`config.mk`:
```
export PLATFORM = sky130hd
export DESIGN_NAME = sst_front
export DESIGN_NICKNAME = d
export VERILOG_FILES = /design/src/sst_pkg.sv /design/src/sst_front.sv
export SDC_FILE = /design/constraint.sdc
export NUM_CORES = 1
export LEC_CHECK = 0
export BUFFER_PORTS_ARGS = -buffer_cell sky130_fd_sc_hd__clkbuf_2
export CORE_MARGIN = 2
export CORE_UTILIZATION = 30
export DETAILED_ROUTE_END_ITERATION = 10
export GPL_ROUTABILITY_DRIVEN = 0
export PLACE_DENSITY = 0.56
export SLEW_MARGIN = 0
export SYNTH_ARGS = -nofsm -noshare
export SYNTH_HDL_FRONTEND = slang
export SYNTH_SLANG_ARGS = --single-unit
```
`constraint.sdc`:
```
create_clock -name aclk -period 17.37 [get_ports aclk]
set_input_delay 2.6055 -clock aclk [delete_from_list [all_inputs] [get_ports aclk]]
set_output_delay 2.6055 -clock aclk [all_outputs]
set_load 0.05 [all_outputs]
```
`src/sst_pkg.sv`:
```
// Shared types, constants and the arctangent table for the swerve steering target core.
// No dependencies; every other file of the core refers to it by scoped names.
`timescale 1ns / 1ps
`default_nettype none
package sst_pkg;

    localparam int XW      = 33;   // CORDIC vector width, Q16 mm/s plus growth
    localparam int ZW      = 27;   // CORDIC angle width, Q16 degrees
    localparam int MW      = 13;   // measured angle and offset width
    localparam int TABLE_N = 24;

    localparam logic [XW-1:0] K_YAW = XW'(17224);
    localparam logic signed [ZW-1:0] Z_HALF_TURN = ZW'(180 * 65536);

    localparam logic [2:0] CFG_OFF_FR = 3'd0;
    localparam logic [2:0] CFG_OFF_FL = 3'd1;
    localparam logic [2:0] CFG_OFF_BL = 3'd2;
    localparam logic [2:0] CFG_OFF_BR = 3'd3;
    localparam logic [2:0] CFG_POL    = 3'd4;

    typedef struct packed {
        logic [3:0][MW-1:0] offset;
        logic [3:0]         polarity;
    } sst_cfg_t;

    // wheel order in every array: 0 FR, 1 FL, 2 BL, 3 BR
    typedef struct packed {
        logic [3:0][XW-1:0] x;
        logic [3:0][XW-1:0] y;
        logic [3:0][MW-1:0] meas;
    } sst_item_t;

    typedef enum logic [2:0] {
        ST_IDLE,
        ST_ITER,
        ST_P1,
        ST_P2,
        ST_P3
    } sst_state_t;

    function automatic logic [21:0] atan_q16(input logic [4:0] i);
        logic [21:0] r;
        unique case (i)
            5'd0:  r = 22'd2949120;
            5'd1:  r = 22'd1740967;
            5'd2:  r = 22'd919879;
            5'd3:  r = 22'd466945;
            5'd4:  r = 22'd234379;
            5'd5:  r = 22'd117304;
            5'd6:  r = 22'd58666;
            5'd7:  r = 22'd29335;
            5'd8:  r = 22'd14668;
            5'd9:  r = 22'd7334;
            5'd10: r = 22'd3667;
            5'd11: r = 22'd1833;
            5'd12: r = 22'd917;
            5'd13: r = 22'd458;
            5'd14: r = 22'd229;
            5'd15: r = 22'd115;
            5'd16: r = 22'd57;
            5'd17: r = 22'd29;
            5'd18: r = 22'd14;
            5'd19: r = 22'd7;
            5'd20: r = 22'd4;
            5'd21: r = 22'd2;
            5'd22: r = 22'd1;
            default: r = 22'd0;
        endcase
        return r;
    endfunction

endpackage
`default_nettype wire

```
`src/sst_front.sv`:
```
// Front end: accepts chassis requests and forms the four wheel vectors in Q16 mm/s.
// Depends on sst_pkg; feeds sst_queue.
`timescale 1ns / 1ps
`default_nettype none
module sst_front (
    input  wire logic               aclk,
    input  wire logic               aresetn,
    input  wire logic               in_valid,
    output logic                    in_ready,
    input  wire logic [13:0]        vel_x,
    input  wire logic [13:0]        vel_y,
    input  wire logic [13:0]        yaw_rate,
    input  wire logic [3:0][12:0]   meas,
    output logic                    out_valid,
    input  wire logic               out_ready,
    output sst_pkg::sst_item_t      out_item
);
    logic               valid_reg;
    sst_pkg::sst_item_t item_reg, item_next;
    logic [sst_pkg::XW-1:0] vx, vy, w;

    assign in_ready  = !valid_reg || out_ready;
    assign out_valid = valid_reg;
    assign out_item  = item_reg;

    always_comb begin
        vx = {{(sst_pkg::XW-30){vel_x[13]}}, vel_x, 16'd0};
        vy = {{(sst_pkg::XW-30){vel_y[13]}}, vel_y, 16'd0};
        w  = sst_pkg::XW'($signed({{(sst_pkg::XW-14){yaw_rate[13]}}, yaw_rate})
                          * $signed(sst_pkg::K_YAW));
        item_next.x[0] = vx + w;
        item_next.y[0] = vy + w;
        item_next.x[1] = vx - w;
        item_next.y[1] = vy + w;
        item_next.x[2] = vx - w;
        item_next.y[2] = vy - w;
        item_next.x[3] = vx + w;
        item_next.y[3] = vy - w;
        item_next.meas = meas;
    end

    always_ff @(posedge aclk) begin
        if (!aresetn) begin
            valid_reg <= 1'b0;
        end else if (in_ready) begin
            valid_reg <= in_valid;
        end
        if (in_valid && in_ready) begin
            item_reg <= item_next;
        end
    end
endmodule
`default_nettype wire

```
# Word-level counts from Yosys, hierarchy flattened
# Index checks and enable logic that the tools add are counted.
# op_classes
n_reduce_logical,3
n_mux,0
n_div,0
eq_ne,0
addsub,4
n_lt_le_gt_ge,0
n_shift,0
bitwise,0
multipliers,1
# ops
op,count
$add 30x30->31,2
$sub 30x30->31,2
$mul 14x13->27 const B,1
$logic_and 1x1->1,1
$logic_not 1->1,1
$logic_or 1x1->1,1
# totals
input_bits,98
out_inout_bits,318
regBits,185
n_memories,0
word_cells,17
latchBits,0
mem_bits_ro,0
ram_bits,0

# Depth between registers and ports, before layout
# logic_depth
ltp_word,3
mapped_depth,27
mapped_depth_nobuf,25

# Worst setup path after synthesis
# OpenSTA, ideal clock, no wires.
# synth_path
path_kind,input to register
from,input yaw_rate[5]
to,register item_reg (netlist bit out_item[149]) (data pin)
slack_ns,8.942
arrival_ns,8.171
setup_time_ns,0.257
cell_stages,21
n_path_buf,2
t_required_ns,17.113
path_cell_list,ha_1 ha_1 fa_1 inv_1 fa_1 fa_1 inv_1 ha_1 clkbuf_1 a21oi_1 o21ai_0 a221o_1 a211oi_1 o21bai_1 a21oi_1 xnor2_1 ha_1 clkbuf_1 or4_1 or4_1 a32o_1
# synth_rtl
item,line,rtl
start: declaration,sst_front.sv:12,"input wire logic [13:0] yaw_rate,"
end signal: assignment,sst_front.sv:49,item_reg <= item_next;
end: declaration,sst_front.sv:19,"sst_pkg::sst_item_t item_reg, item_next;"

==> results_dict.tcl <==
set metrics [dict create \
    hold_slack_ns 0.555 \
    fin_worst_skew_ns 0.0102 \
    synth-edff-count 137 \
    clk_root_buffer_cell "clkbuf_16" \
    drt_iter0_markers 438 \
    final_util 0.357 \
    final_common_cell "clkbuf_2" \
    grt-ovfl-total 0 \
    synth_top_area_cell "edfxtp_1" \
    ios 416 \
    cts_buffers 17 \
    cts_htree_levels 4 \
    layout.nets 1617 \
    period_share 0.503 \
    final_cell_mix "clkbuf_2, ha_1, edfxtp_1" \
    insertion_delay_ns 0.43 \
    rows 71 \
    path_clk_slew_ns 0.06 \
    synth_top_cells_by_area "edfxtp_1, ha_1, buf_4, fa_1, xnor2_1" \
    initial_core_util 0.306 \
    criticalPathCategory "input pin to flip-flop" \
    dpl.hpwl_mm 25.4 \
    grt_max_degree 59 \
    cts_max_path_buffers 2 \
    antenna_found_initial 4 \
    cts_tree "built" \
    fin_setup_tns_ns 0 \
    post_cts_resized 0 \
    async_flop_share 0 \
    ys_warn_count 0 \
    routed_wl_mm 30.3 \
    drv_cap 0 \
    dr_wl_met2_mm 15.0 \
    drcViolationCount 0 \
    slew_violations 0 \
    end_kind "flip-flop" \
    syn_inst 1097 \
    rr_worst_depth 4 \
    core-area_mm2 0.0378 \
    dieHeight_um 200 \
    syn-cell-area_mm2 0.0116 \
    rsz0062_at_grt "false" \
    period_needed_ns 8.74 \
    worstPathRequired_ns 17.54 \
    routed.top_layer "met4" \
    ant_nets 0 \
    via_count 8286 \
    syn_area_per_cell_um2 10.5 \
    max_slew_margin 0.494 \
    wl_per_cell_um 16.3 \
    drive_gt1_frac 0.335 \
    route.met3.wl_mm 1.42 \
    cp.arrival_ns 8.91 \
    post_cts.repair.setup_buffers 0 \
    wl_met1_mm 13.4 \
    dr.pass1.iters 7 \
    synthFlopType "edfxtp_1" \
    crit_fanout 20 \
    ys_ff_latch 138 \
    tightest_slew_ns 0.759 \
    cts_hold_buf 0 \
    die_area_mm2 0.0401 \
    synth_top_area_frac 0.356 \
    clock_sinks 138 \
    gr-usage-all-layers 0.149 \
    setup_viol 0 \
    status "finished, final reports clean" \
    synth_cell_types 63 \
    first_global_vias 8227 \
    synth.yosys.seq_area_share 0.357 \
    hold_depth 2 \
    io_buffer_count 391 \
    grt_pass1_wl_mm 46.6 \
    hold_path.class "flip-flop to flip-flop" \
    worstSetupStartpointType "input pin" \
    die_w_um 200 \
    area_growth_pct 16.8 \
    viasPerCell 4.45 \
    clock.fmax_mhz 114 \
    hold_violations 0 \
]
==> cells in the mapped netlist, types with 18 or more instances <==
cell,instances
a21o_1,19
xnor2_1,69
ha_1,149
xor2_1,20
a21oi_1,63
fa_1,34
o21ai_0,27
buf_4,179
nand2_1,25
inv_1,126
nor2_1,47
clkbuf_1,18
edfxtp_1,137
==> per-layer routing <==
metal | track usage | up-vias
met1 | 0.187 | 3920
met2 | 0.258 | 258
met3 | 0.0283 | 21
met4 | 0.0437 | 0
li1 | - | 4087
met5 | 0 | -
==> final cells by class <==
cell class	instances	area [um^2]
flip-flops and latches	138	4130
fillers	3848	24300
well taps	511	639
diodes	4	10.0
inverters	126	473
multi-input cells	657	5630
clock buffers	17	425
repair buffers	396	1990
clock inverters	15	203
==> worst max-delay path, stage by stage <==
cell,delay [ns]
clkbuf_2,0.30
ha_1,0.48
inv_1,0.06
ha_1,0.29
ha_1,0.30
fa_1,0.53
inv_1,0.05
fa_1,0.52
inv_1,0.04
ha_1,0.37
and4_1,0.27
a221o_1,0.33
a211oi_1,0.33
o21bai_1,0.12
a21oi_1,0.26
xnor2_1,0.26
ha_1,0.40
or4_1,0.58
or4_1,0.52
a32o_1,0.26
==> logic make-up (layout without fill, tap and decap cells) <==
group / after synthesis / count (layout) / share of synthesized area
AO/OA/AOI/OAI: 194 / 194 / 0.113
buffers and inverters: 325 / 554 / 0.164
flip-flops: 138 / 138 / 0.357
other: 1 / 28 / 0.000324
AND/OR/NAND/NOR: 159 / 159 / 0.0707
multiplexers: 8 / 8 / 0.00736
XOR/XNOR: 89 / 89 / 0.0674
adder cells (fa/ha/maj): 183 / 183 / 0.220
==> final timing paths <==
kind | slack (ns) | start | endpoint
worst min-delay path | 0.55 | out_valid | out_valid
worst max register to register | 14.73 | out_valid | out_item[145]
worst max-delay path | 8.63 | yaw_rate[13] | out_item[149]
worst min register to register | 0.55 | out_valid | out_valid
==> sequential cells by signal (all words and copies together) (netlist names) <==
signal	flops
out_item	137
out_valid	1
==> per-stage QoR <==
stage | instances | setup WS [ns] | area [um^2]
floorplan | 1120 | 8.94 | 11700
global placement | 1828 | 8.18 | 12900
detailed placement | 1828 | 8.17 | 12900
CTS | 1860 | 8.61 | 13500
global route | 1864 | 8.27 | 13500
finish | 1864 | 8.63 | 13500
Power is not shown: default switching activity piles up to over one toggle a cycle in this logic, so the estimate is an artifact.
