**config.mk**
```make
export PLATFORM = sky130hd
export DESIGN_NAME = sst_queue
export DESIGN_NICKNAME = d
export VERILOG_FILES = /design/src/sst_pkg.sv /design/src/sst_queue.sv
export SDC_FILE = /design/constraint.sdc
export NUM_CORES = 1
export LEC_CHECK = 0
export ABC_AREA = 1
export BUFFER_PORTS_ARGS = -buffer_cell sky130_fd_sc_hd__clkbuf_2
export CAP_MARGIN = 15
export CORE_AREA = 2 2 249 251
export DETAILED_ROUTE_END_ITERATION = 6
export DIE_AREA = 0 0 251 253
export HOLD_SLACK_MARGIN = 0.12
export PLACE_DENSITY_LB_ADDON = 0.2
export SYNTH_ARGS = -nofsm -noshare
export SYNTH_HDL_FRONTEND = slang
export SYNTH_SLANG_ARGS = --single-unit
```
**constraint.sdc**
```tcl
create_clock -name aclk -period 14.75 [get_ports aclk]
set_input_delay 0.7375 -clock aclk [delete_from_list [all_inputs] [get_ports aclk]]
set_output_delay 0.7375 -clock aclk [all_outputs]
set_load 0.05 [all_outputs]
```
**src/sst_pkg.sv**
```systemverilog
// Shared types, constants and the arctangent table for the swerve steering target core.
// No dependencies; every other file of the core refers to it by scoped names.
`timescale 1ns / 1ps
`default_nettype none
package sst_pkg;

    localparam int XW      = 33;   // CORDIC vector width, Q16 mm/s plus growth
    localparam int ZW      = 27;   // CORDIC angle width, Q16 degrees
    localparam int MW      = 13;   // measured angle and offset width
    localparam int TABLE_N = 24;

    localparam logic [XW-1:0] K_YAW = XW'(17224);
    localparam logic signed [ZW-1:0] Z_HALF_TURN = ZW'(180 * 65536);

    localparam logic [2:0] CFG_OFF_FR = 3'd0;
    localparam logic [2:0] CFG_OFF_FL = 3'd1;
    localparam logic [2:0] CFG_OFF_BL = 3'd2;
    localparam logic [2:0] CFG_OFF_BR = 3'd3;
    localparam logic [2:0] CFG_POL    = 3'd4;

    typedef struct packed {
        logic [3:0][MW-1:0] offset;
        logic [3:0]         polarity;
    } sst_cfg_t;

    // wheel order in every array: 0 FR, 1 FL, 2 BL, 3 BR
    typedef struct packed {
        logic [3:0][XW-1:0] x;
        logic [3:0][XW-1:0] y;
        logic [3:0][MW-1:0] meas;
    } sst_item_t;

    typedef enum logic [2:0] {
        ST_IDLE,
        ST_ITER,
        ST_P1,
        ST_P2,
        ST_P3
    } sst_state_t;

    function automatic logic [21:0] atan_q16(input logic [4:0] i);
        logic [21:0] r;
        unique case (i)
            5'd0:  r = 22'd2949120;
            5'd1:  r = 22'd1740967;
            5'd2:  r = 22'd919879;
            5'd3:  r = 22'd466945;
            5'd4:  r = 22'd234379;
            5'd5:  r = 22'd117304;
            5'd6:  r = 22'd58666;
            5'd7:  r = 22'd29335;
            5'd8:  r = 22'd14668;
            5'd9:  r = 22'd7334;
            5'd10: r = 22'd3667;
            5'd11: r = 22'd1833;
            5'd12: r = 22'd917;
            5'd13: r = 22'd458;
            5'd14: r = 22'd229;
            5'd15: r = 22'd115;
            5'd16: r = 22'd57;
            5'd17: r = 22'd29;
            5'd18: r = 22'd14;
            5'd19: r = 22'd7;
            5'd20: r = 22'd4;
            5'd21: r = 22'd2;
            5'd22: r = 22'd1;
            default: r = 22'd0;
        endcase
        return r;
    endfunction

endpackage
`default_nettype wire

```
**src/sst_queue.sv**
```systemverilog
// Two-entry queue between the front end and the CORDIC back end.
// Depends on sst_pkg.
`timescale 1ns / 1ps
`default_nettype none
module sst_queue (
    input  wire logic               aclk,
    input  wire logic               aresetn,
    input  wire logic               push,
    input  wire sst_pkg::sst_item_t push_item,
    output logic                    full,
    input  wire logic               pop,
    output logic                    empty,
    output sst_pkg::sst_item_t      head
);
    sst_pkg::sst_item_t mem [2];
    logic       wr_ptr_reg, rd_ptr_reg;
    logic [1:0] count_reg;

    assign full  = count_reg == 2'd2;
    assign empty = count_reg == 2'd0;
    assign head  = mem[rd_ptr_reg];

    always_ff @(posedge aclk) begin
        if (!aresetn) begin
            wr_ptr_reg <= 1'b0;
            rd_ptr_reg <= 1'b0;
            count_reg  <= 2'd0;
        end else begin
            if (push) wr_ptr_reg <= !wr_ptr_reg;
            if (pop)  rd_ptr_reg <= !rd_ptr_reg;
            count_reg <= count_reg + {1'b0, push} - {1'b0, pop};
        end
        if (push) mem[wr_ptr_reg] <= push_item;
    end
endmodule
`default_nettype wire

```
Yosys cells after proc, flatten, opt, wreduce, memory -nomap -nowiden
Memory sizes are Yosys's and may differ from the RTL's. A register that Yosys moved wholly into a read port is not among the register bits. Index checks and enable logic that the tools add are counted.

RAM bits: 632. Logic and storage cells: 14. Memories: 1. Output and inout bits: 318. Register bits after elaboration: 4.

Add/sub/neg operators: 2. Reduce and logical (&&, ||, !) cells: 3. Multiplexer cells: 4. Equality and inequality tests: 1.

Memories: mem (depth 2, bits a word 316, read ports 1, clocked after Yosys merged registers in 1, write ports 1, RTL line sst_queue.sv:15) `sst_pkg::sst_item_t mem [2];`.

Operator list (number): $mux W1 (4); $add A2 B1 Y2 (1); $eq A2 B2 Y1 const B (1); $logic_not A1 Y1 (2); $logic_not A2 Y1 (1); $sub A2 B1 Y2 (1).

Longest topological paths before layout
Gate-level depths: netlist of the first run.

Depth in word-level cells: 3. Depth in mapped cells: 7. Depth with buffers taken out: 7.

Worst setup path after synthesis of the first run
OpenSTA, ideal clock, no wires.

Kind: input to register. Start: input push. End: memory mem[0][0] in the netlist's numbering (enable). Arrival: 13974 ps. Cell stages on the path: 2. Required time: 13741 ps. Setup slack: -233 ps. Setup time: 1009 ps. Path buffers: 0. Cell sequence: inv_1 nor2_1.

Cells in the longest elaborated chain, start to end: 2.

Ends and longest elaborated chain: start: declaration (RTL line sst_queue.sv:8) `input wire logic push,`; $mux W1 (RTL line sst_queue.sv:33) `if (push) mem[wr_ptr_reg] <= push_item;`; $mux W1 (not written as such) (RTL line sst_queue.sv:33); end: declaration (RTL line sst_queue.sv:15).

Every way passes these cells.

==> metrics.md, run 1 <==
| Metric | Value |
|---|---|
| Post-route cell area | `30150 sq um` |
| Wirelength, routed | `56060 microns` |
| Avg Cell Area, Syn | `around 24 sq um` |
| First-pass GRT wire length | `between 70000 and 80000 microns` |
| Post-layout nets | `roughly 2000` |
| Period utilization | `0.3627` |
| Io pins | `~640` |
| Inst Count DP | `2417` |
| Worst endpoint required time | `between 10 and 15 ns` |
| Antenna Nets Post-Route | `0` |
| Max Cap Violations | `0` |
| Fillers | `roughly 5200` |
| RSZ-0062 raised after global routing | `no` |
| Max reg flops | `between 600 and 700` |
| Sequential standard cell area | `between 15000 and 20000 sq um` |
| Cts bufs inserted | `about 70` |
| Fmax | `about 190 MHz` |
| Netlist cell types | `12` |
| Slew Limit Headroom | `0.2781` |
| Final-report max-slew violation count | `0` |
| Vias per Instance | `around 4.7` |
| Avg WL per Cell | `about 22 microns` |
| Worst vdd ir | `about 0.00012 V` |
| Vias in the first global route | `~13000` |
| Most repeated library cell on the critical path | `buf_4` |
| Post-CTS Repair Setup Buffers | `0` |
| Multi-input combinational cell area | `roughly 4600 sq um` |
| Layout Skew | `0.01611 ns` |
| Final hold vios | `0` |
| Startpoint Class | `register` |
| DIE HEIGHT | `roughly 250 microns` |
| Starting DRT DRC Count | `between 500 and 600` |
| Final setup violation count | `0` |
| Post-layout util | `0.4940` |
| Synth-to-layout area growth | `25.55%` |
| Layout cells sized above 1 | `0.6068` |
| Remaining DRCs | `0` |
| Total global-route track usage | `0.1699` |
| Post-DP HPWL | `between 30000 and 40000 microns` |
| Leakage power | `~12 nW` |
| Worst setup path class | `reg -> out` |
| Initial Util | `0.3935` |
| Minimum clock period | `around 5.3 ns` |
| Synthesized flop and latch total | `about 640` |
| Pwr/cell area | `146.8 nW/um^2` |
| Critical-path top delay cell | `buf_4` |
| CP Max Fanout | `between 50 and 60` |
| Layout Cells excl Fill | `between 2000 and 3000` |
| Worst EP arrival | `~4.6 ns` |
| Ys Warns | `0` |
| Hold Crit Class | `in -> reg` |
| Register area share after synthesis | `0.7945` |
| Hold_buf cts | `0` |
| Cell row count | `between 90 and 100` |
| Htree depth | `3` |
| Syn_nets | `~1300` |
| Die ar. | `roughly 64000 sq um` |
| Global route overflow | `0` |
| Initial antenna violation count | `18` |
| Resize count post-CTS | `0` |
| Worst Setup End Kind | `output port` |
| Area after DPL | `approximately 28000 sq um` |
| Via count | `11940` |
| Crit-path max cell delay | `~0.9 ns` |
| Core box area | `roughly 61000 sq um` |
| Post-synthesis cell area | `24010 sq um` |
| Clock root buffer master | `clkbuf_16` |
| Slew @ Worst Pin | `approximately 1.1 ns` |
| Pin count of the biggest net entering global routing | `157` |
| IO Port Bufs | `around 640` |
| Syn Inst Count | `between 1000 and 1500` |
| Status | `finished clean` |
| Final setup TNS | `0 ns` |
| Drt pass-1 iters | `4` |
| CTS sink cnt | `approximately 640` |
| Clock latency on the worst-skew pair | `just under 0.6 ns` |
| CTS tree | `done` |
| Cells along the critical path | `buf_4, buf_4, buf_4, mux2_2, clkbuf_2` |
| Die X | `251 microns` |
| CTS max path bufs | `3` |
| GPL Wtd Cong | `between 0.8 and 0.9` |
| Clk pin slew, worst setup/hold paths | `0.06 ns` |
## layout make-up
type,count,area share
Sequential cell,637,0.6330
Antenna cell,13,0.001079
Multi-Input combinational cell,337,0.1514
Clock inverter,39,0.01121
Inverter,7,0.001121
Clock buffer,81,0.06018
Tap cell,790,0.03279
Timing Repair Buffer,646,0.1092
## power breakdown
group	leakage, nW	internal (mW)	switching, mW	total (mW)
Combinational	4.90	0.197	0.453	0.651
Sequential	5.97	2.10	0.0283	2.13
Clock	1.06	0.967	0.678	1.64
Total	11.9	3.27	1.16	4.42
## synthesized netlist by cell type
library cell  count  share of area
a21oi_1           1        0.00021
buf_2             7         0.0015
buf_6            28          0.013
dfxtp_1           5         0.0042
edfxtp_1        632           0.79
ha_1              2         0.0010
inv_1             7         0.0011
mux2_2           76          0.036
mux2_4          240           0.15
nand2_1           8         0.0013
nand3_1           1        0.00021
nor2_1            9         0.0014
## critical path, delay by kind of cell, from the launching register on
family	cells	cell delay [ns]
flip-flops	1	0.74
buffers and inverters	4	2.70
multiplexers	1	0.42
## worst paths after layout
| check | from | endpoint | slack, ns | cells past startpoint |
|---|---|---|---|---|
| max | register | head[3] | 9.40 | 5 |
| max reg2reg | wr_ptr_reg | mem[0][4] | 11.45 | 3 |
| min | push_item[139] | mem[1][139] | 0.34 | 1 |
| min reg2reg | rd_ptr_reg | rd_ptr_reg | 0.51 | 2 |
## metrics by stage
stage / setup slack, ns / hold WS (ns) / total power [mW]
after global placement: 10.00 / 0.4790 / 2.818
final: 9.401 / 0.3366 / 4.425
after global routing: 9.123 / 0.3013 / 4.583
after CTS: 9.291 / 0.2856 / 4.484
after floorplan: 5.299 / 0.4635 / 2.678
after detailed placement: 9.931 / 0.5040 / 2.827
## metal layers
metal / wire (microns) / part of all wire / global-route usage
met4: 2072 / 0.037 / 0.08724
met3: 4848 / 0.086 / 0.06733
met1: 19710 / 0.35 / 0.1761
met5: 69 / 0.0012 / 0
met2: 29360 / 0.52 / 0.2977
## logic make-up (layout without fill, tap and decap cells)
kind of cell / count (synthesis) / count (layout) / share of synthesized area
and+or+nand+nor: 18 / 18 / 0.002866
adders and majority gates: 2 / 2 / 0.001042
AOI/OAI and AO/OA: 1 / 1 / 0.0002082
DFF: 637 / 637 / 0.7945
buffers and inverters: 42 / 773 / 0.01568
other: 0 / 13 / 0
muxes: 316 / 316 / 0.1857
## placed cells by master, fill, tap and decap left out
master	netlist	layout
inv_8	0	1
clkbuf_1	0	10
bufinv_16	0	5
nor2_4	0	1
diode_2	0	13
clkbuf_2	0	637
inv_6	0	3
dfxtp_1	5	4
ha_1	2	2
clkinvlp_4	0	1
a21oi_1	1	1
inv_1	7	6
dfxtp_4	0	1
clkbuf_16	0	71
buf_12	0	3
buf_4	0	6
clkinv_8	0	2
mux2_2	76	76
nand3_1	1	1
edfxtp_1	632	632
clkinv_2	0	13
mux2_4	240	240
nand2_1	8	8
clkinv_1	0	15
nor2_1	9	8
Power figures use the tool's default switching activity.
==> run 2: changes to the inputs <==
==> constraint.sdc (replaced) <==
create_clock -name aclk -period 4.6 [get_ports aclk]
set_input_delay 0.23 -clock aclk [delete_from_list [all_inputs] [get_ports aclk]]
set_output_delay 0.23 -clock aclk [all_outputs]
set_load 0.05 [all_outputs]
==> metrics.md, run 2 (synthesis gave the netlist of run 1 again) <==
| Metric | Value |
|---|---|
| Initial Util | `0.3935` |
| Htree depth | `3` |
| Cell row count | `just over 90` |
| Vias in the first global route | `approximately 14000` |
| Fin Hold WS | `about 0.37 ns` |
| Hold Crit Class | `in -> reg` |
| CTS sink cnt | `637` |
| Worst Setup End Kind | `output port` |
| Antenna Nets Post-Route | `0` |
| Period utilization | `0.6322` |
| Startpoint Class | `register` |
| CTS max path bufs | `3` |
| Post-CTS Repair Setup Buffers | `0` |
| Cts bufs inserted | `70` |
| Max reg flops | `between 600 and 700` |
| Post-layout nets | `2351` |
| Clock latency on the worst-skew pair | `just under 0.6 ns` |
| Wirelength, routed | `roughly 58000 microns` |
| Worst endpoint required time | `between 4 and 5 ns` |
| GPL Wtd Cong | `about 0.80` |
| CP Max Fanout | `40` |
| Hold Crit Start | `push_item[128]` |
| Worst reg2reg path endpoint | `mem[1][61]` |
| Multi-input combinational cell area | `roughly 4600 sq um` |
| Fillers | `4892` |
| Sequential standard cell area | `around 19000 sq um` |
| Synth-to-layout area growth | `39.68%` |
| Layout cells sized above 1 | `0.5190` |
| Layout Cells excl Fill | `between 2000 and 3000` |
| Fmax | `343.9 MHz` |
| Worst reg2reg path depth | `3` |
| Io pins | `about 640` |
| DIE HEIGHT | `between 200 and 300 microns` |
| Worst Hold Path EP | `mem[1][128]` |
| Avg WL per Cell | `around 20 microns` |
| Drt pass-1 iters | `4` |
| Critical-path top delay cell | `dfxtp_4` |
| First-pass GRT wire length | `roughly 84000 microns` |
| Core box area | `between 60000 and 70000 sq um` |
| IO Port Bufs | `roughly 640` |
| RSZ-0062 raised after global routing | `no` |
| Global route overflow | `0` |
| Setup slack, reg-to-reg | `approximately 2.3 ns` |
| Status | `finished clean` |
| Pwr/cell area | `435.5 nW/um^2` |
| Slew @ Worst Pin | `roughly 0.93 ns` |
| Initial antenna violation count | `6` |
| Total global-route track usage | `0.1761` |
| Cells along the critical path | `buf_4, mux2_2, clkbuf_2` |
| Leakage power | `about 13 nW` |
| Clock root buffer master | `clkbuf_16` |
| Minimum clock period | `approximately 2.9 ns` |
| Final setup TNS | `0 ns` |
| Vias per Instance | `4.617` |
| Slew Limit Headroom | `0.3806` |
| Inst Count DP | `between 2000 and 2500` |
| Final-report max-slew violation count | `0` |
| Clk pin slew, worst setup/hold paths | `roughly 0.060 ns` |
| Final hold vios | `0` |
| Max Cap Violations | `0` |
| R2r startpoint | `wr_ptr_reg` |
| Worst vdd ir | `0.0003518 V` |
| CTS tree | `done` |
| Layout Skew | `roughly 0.016 ns` |
| Cell depth of the worst min-delay path | `2` |
| Die X | `251 microns` |
| Most frequent cells in the layout | `clkbuf_2 (637), edfxtp_1 (632), dlygate4sd3_1 (320)` |
| Worst EP arrival | `approximately 2.7 ns` |
| Post-DP HPWL | `38550 microns` |
| Starting DRT DRC Count | `between 600 and 700` |
| Die ar. | `approximately 64000 sq um` |
| Remaining DRCs | `0` |
| Final setup violation count | `0` |
| Worst setup path class | `reg -> out` |
| Via count | `approximately 13000` |
| Commonest non-fill, non-tap cell in the layout | `clkbuf_2` |
| Hold_buf cts | `320` |
| Crit-path max cell delay | `~0.96 ns` |
| Pin count of the biggest net entering global routing | `roughly 130` |
| Resize count post-CTS | `0` |
-- run 2: changes by cell type in the layout (fill, tap and decap cells not counted), moves of 2 or more --
cell / delta
buf_4: +5
clkinv_2: +2
clkinvlp_4: +4
diode_2: -9
dlygate4sd3_1: +320
buf_12: +5
bufinv_16: +2
clkinv_1: -7
clkbuf_1: +2
-- run 2: worst max-delay path: cells and delay by family, from the launching register on --
kind / cells / cell delay [ns]
multiplexers: 1 / 0.38
flip-flops: 1 / 0.96
buffers and inverters: 2 / 0.73
-- run 2: worst max-delay path by stage --
stage / startpoint / endpoint / slack, ns
2_1_floorplan: wr_ptr_reg / mem[1][0] / -0.93
3_3_place_gp: register / head[2] / 2.24
3_5_place_dp: register / head[2] / 2.22
4_1_cts: register / head[2] / 1.57
5_1_grt: register / head[2] / 1.55
6_report: register / head[2] / 1.69
-- run 2: routing by layer --
| layer | global-route usage | up-vias | routed length (microns) |
|---|---|---|---|
| li1 | - | 6101 | - |
| met1 | 0.1964 | 6632 | 21560 |
| met2 | 0.3224 | 435 | 30810 |
| met3 | 0.04780 | 93 | 3670 |
| met4 | 0.06310 | 4 | 1456 |
| met5 | 0 | - | 21 |
-- run 2: cell type report --
type,count,area share
flip-flops and latches,637,0.5689
repair buffers,976,0.1978
multi-input cells,337,0.1362
clock buffers,83,0.05431
well taps,790,0.02947
clock inverters,39,0.01212
inverters,7,0.0008953
diodes,4,0.0002984
-- run 2: report_power, final --
part	switching (mW)	internal, mW	total [mW]
registers	0.0918	6.74	6.83
clock network	2.20	3.23	5.44
logic	1.53	0.820	2.35
total	3.82	10.8	14.6
-- run 2: metrics by stage --
step	area [sq um]	power (mW)	utilization	setup slack (ns)
6_report	33540	14.61	0.5496	1.692
5_1_grt	33540	15.12	0.5496	1.551
4_1_cts	33530	14.80	0.5495	1.569
3_5_place_dp	28100	9.076	0.4605	2.223
3_3_place_gp	28100	9.048	0.4605	2.236
2_1_floorplan	24030	8.550	-	-0.9319
==> run 3: changes to the inputs <==
--- a/config.mk
+++ b/config.mk
@@ -5,7 +5,7 @@
 export SDC_FILE = /design/constraint.sdc
 export NUM_CORES = 1
 export LEC_CHECK = 0
-export ABC_AREA = 1
+export ABC_AREA = 0
 export BUFFER_PORTS_ARGS = -buffer_cell sky130_fd_sc_hd__clkbuf_2
 export CAP_MARGIN = 15
 export CORE_AREA = 2 2 249 251
==> constraint.sdc (replaced) <==
create_clock -name aclk -period 2.8 [get_ports aclk]
set_input_delay 0.14 -clock aclk [delete_from_list [all_inputs] [get_ports aclk]]
set_output_delay 0.14 -clock aclk [all_outputs]
set_load 0.05 [all_outputs]
==> metrics.md, run 3 <==
| Metric | Value |
|---|---|
| Remaining DRCs | `0` |
| Syn Inst Count | `1004` |
| Leakage power | `13.36 nW` |
| Clk pin slew, worst setup/hold paths | `0.06 ns` |
| Worst reg2reg path endpoint | `mem[1][245]` |
| Clock root buffer master | `clkbuf_16` |
| Most frequent cells in the layout | `clkbuf_2 (637), edfxtp_1 (632), dlygate4sd3_1 (320)` |
| Die X | `approximately 250 microns` |
| GPL Wtd Cong | `0.7991` |
| Worst endpoint required time | `about 2.7 ns` |
| DIE HEIGHT | `around 250 microns` |
| Core box area | `between 60000 and 70000 sq um` |
| Top_reg_cell synth | `edfxtp_1` |
| Starting DRT DRC Count | `around 520` |
| Worst setup path class | `reg -> out` |
| Fin Hold WS | `0.2738 ns` |
| Pwr/cell area | `just over 700 nW/um^2` |
| Cells along the critical path | `buf_4, mux2_2, clkbuf_2` |
| Max Cap Violations | `0` |
| EDFF count, synth | `roughly 630` |
| IO Port Bufs | `637` |
| Worst vdd ir | `roughly 0.00057 V` |
| CP Max Fanout | `36` |
| Critical-path top delay cell | `buf_4` |
| Commonest non-fill, non-tap cell in the layout | `clkbuf_2` |
| Io pins | `~640` |
| Minimum clock period | `approximately 2.5 ns` |
| Final-report max-slew violation count | `0` |
| Total power | `between 20 and 25 mW` |
| Post-layout nets | `around 2300` |
| Status | `finished clean` |
| Pin count of the biggest net entering global routing | `78` |
| Avg Cell Area, Syn | `approximately 24 sq um` |
| Clock latency on the worst-skew pair | `~0.60 ns` |
| First-pass GRT wire length | `~84000 microns` |
| CTS sink cnt | `637` |
| Critical path endpoint | `head[39]` |
| Drt pass-1 iters | `4` |
| Fmax | `407.2 MHz` |
| Ys Warns | `0` |
| Final hold vios | `0` |
| Global route overflow | `0` |
| Avg WL per Cell | `between 20 and 25 microns` |
| Cts bufs inserted | `between 60 and 70` |
| Worst Path Buf+Inv | `2` |
| Hold Crit Start | `push_item[102]` |
| Final WS setup | `~0.34 ns` |
| Most common cell in the netlist | `edfxtp_1` |
| Startpoint Class | `register` |
| Largest cells by area after synthesis | `edfxtp_1 (79%), mux2_4 (15%), mux2_2 (3.6%)` |
| CTS max path bufs | `3` |
| Final setup violation count | `0` |
| Layout cells sized above 1 | `0.5173` |
| Vias per Instance | `4.572` |
| Period utilization | `0.8771` |
| Syn_nets | `approximately 1300` |
| CTS tree | `done` |
| Final setup TNS | `0 ns` |
| Post-layout util | `0.5509` |
| Setup slack, reg-to-reg | `between 1 and 1.5 ns` |
| Synth area leader | `edfxtp_1` |
| Synthesized flop and latch total | `around 640` |
| Max reg flops | `between 600 and 700` |
| Post-synthesis cell area | `~24000 sq um` |
| Area after DPL | `~28000 sq um` |
| Slew Limit Headroom | `0.5445` |
| Via count | `13140` |
| Die ar. | `around 64000 sq um` |
| Kind of cell adding the most delay to the critical path | `buffers and inverters` |
| Initial antenna violation count | `7` |
| Wirelength, routed | `between 50000 and 60000 microns` |
| Layout Cells excl Fill | `approximately 2900` |
| RSZ-0062 raised after global routing | `no` |
| Cell row count | `91` |
| Hold Crit Class | `in -> reg` |
| R2r startpoint | `wr_ptr_reg` |
| Synth-to-layout area growth | `40.01%` |
| Antenna Nets Post-Route | `0` |
| WP depth | `3` |
| Inst Count DP | `between 2000 and 2500` |
| Initial Util | `0.3935` |
| FFs w/ async S/R, synth | `0` |
| Worst EP arrival | `about 2.3 ns` |
| Crit-path max cell delay | `about 0.58 ns` |
| Worst Setup End Kind | `output port` |
| Register area share after synthesis | `0.7945` |
| Worst reg2reg path depth | `3` |
| Layout Skew | `about 0.024 ns` |
| Pre-CTS WS | `roughly 0.95 ns` |
| Htree depth | `3` |
| Most common library cells after synthesis | `edfxtp_1 (632), mux2_4 (240), mux2_2 (76)` |
| Synth top area share | `0.7903` |
| Post-DP HPWL | `about 40000 microns` |
| Vias in the first global route | `between 10000 and 15000` |
| Fillers | `around 4800` |
| Total global-route track usage | `0.1752` |
| Slew @ Worst Pin | `0.6833 ns` |
| Post-route cell area | `between 30000 and 40000 sq um` |
| Netlist cell types | `14` |
## run 3: changes by cell type in the layout (fill, tap and decap cells not counted), sizes merged, moves of 2 or more
cell | before | now
clkbuf | 720 | 725
and2 | 0 | 4
buf | 19 | 31
clkinv | 25 | 27
nand2 | 8 | 0
nor2 | 9 | 1
inv | 9 | 3
nor2b | 0 | 4
clkinvlp | 5 | 0
bufinv | 7 | 5
## run 3: final cells by class
cell class | instances | area, sq um | area share
Tap cell | 790 | 988.4 | 0.02940
Clock inverter | 33 | 311.5 | 0.009267
Antenna cell | 5 | 12.51 | 0.0003721
Sequential cell | 637 | 19080 | 0.5676
Inverter | 2 | 7.507 | 0.0002233
Multi-Input combinational cell | 330 | 4587 | 0.1364
Clock buffer | 88 | 1819 | 0.05411
Timing Repair Buffer | 988 | 6812 | 0.2026
## run 3: cells by family after synthesis
kind of cell,Yosys count,synth area share
AO/OA/AOI/OAI,1,0.0003127
XOR/XNOR,2,0.001303
adder cells (fa/ha/maj),2,0.001042
buffers and inverters,37,0.01490
flip-flops,637,0.7945
multiplexers,316,0.1857
AND/OR/NAND/NOR,9,0.002240
## run 3: repair_timing
item,in CTS,in global routing
hold endpoints to repair,651,0
setup buffers,0,0
hold buffers,320,0
resized for setup,0,0
## run 3: worst min-delay path by stage
stage | to | slack (ns) | cells past startpoint
finish | mem[0][102] | 0.27 | 2
global route | mem[0][55] | 0.23 | 2
CTS | mem[1][8] | 0.22 | 2
detailed placement | mem[1][234] | 0.33 | 1
global placement | mem[0][34] | 0.33 | 1
floorplan | mem[0][0] | 0.24 | 0
## run 3: layer usage
layer	up-vias	global-route usage	wire length, microns
met4	6	0.05986	1678
li1	6074	-	-
met2	409	0.3111	30120
met3	107	0.05469	3952
met5	-	0	39
met1	6540	0.2001	21900
## run 3: where the power goes
part	internal, mW	switching (mW)
clock	5.05	3.54
combinational	1.54	2.85
sequential	11.0	0.123
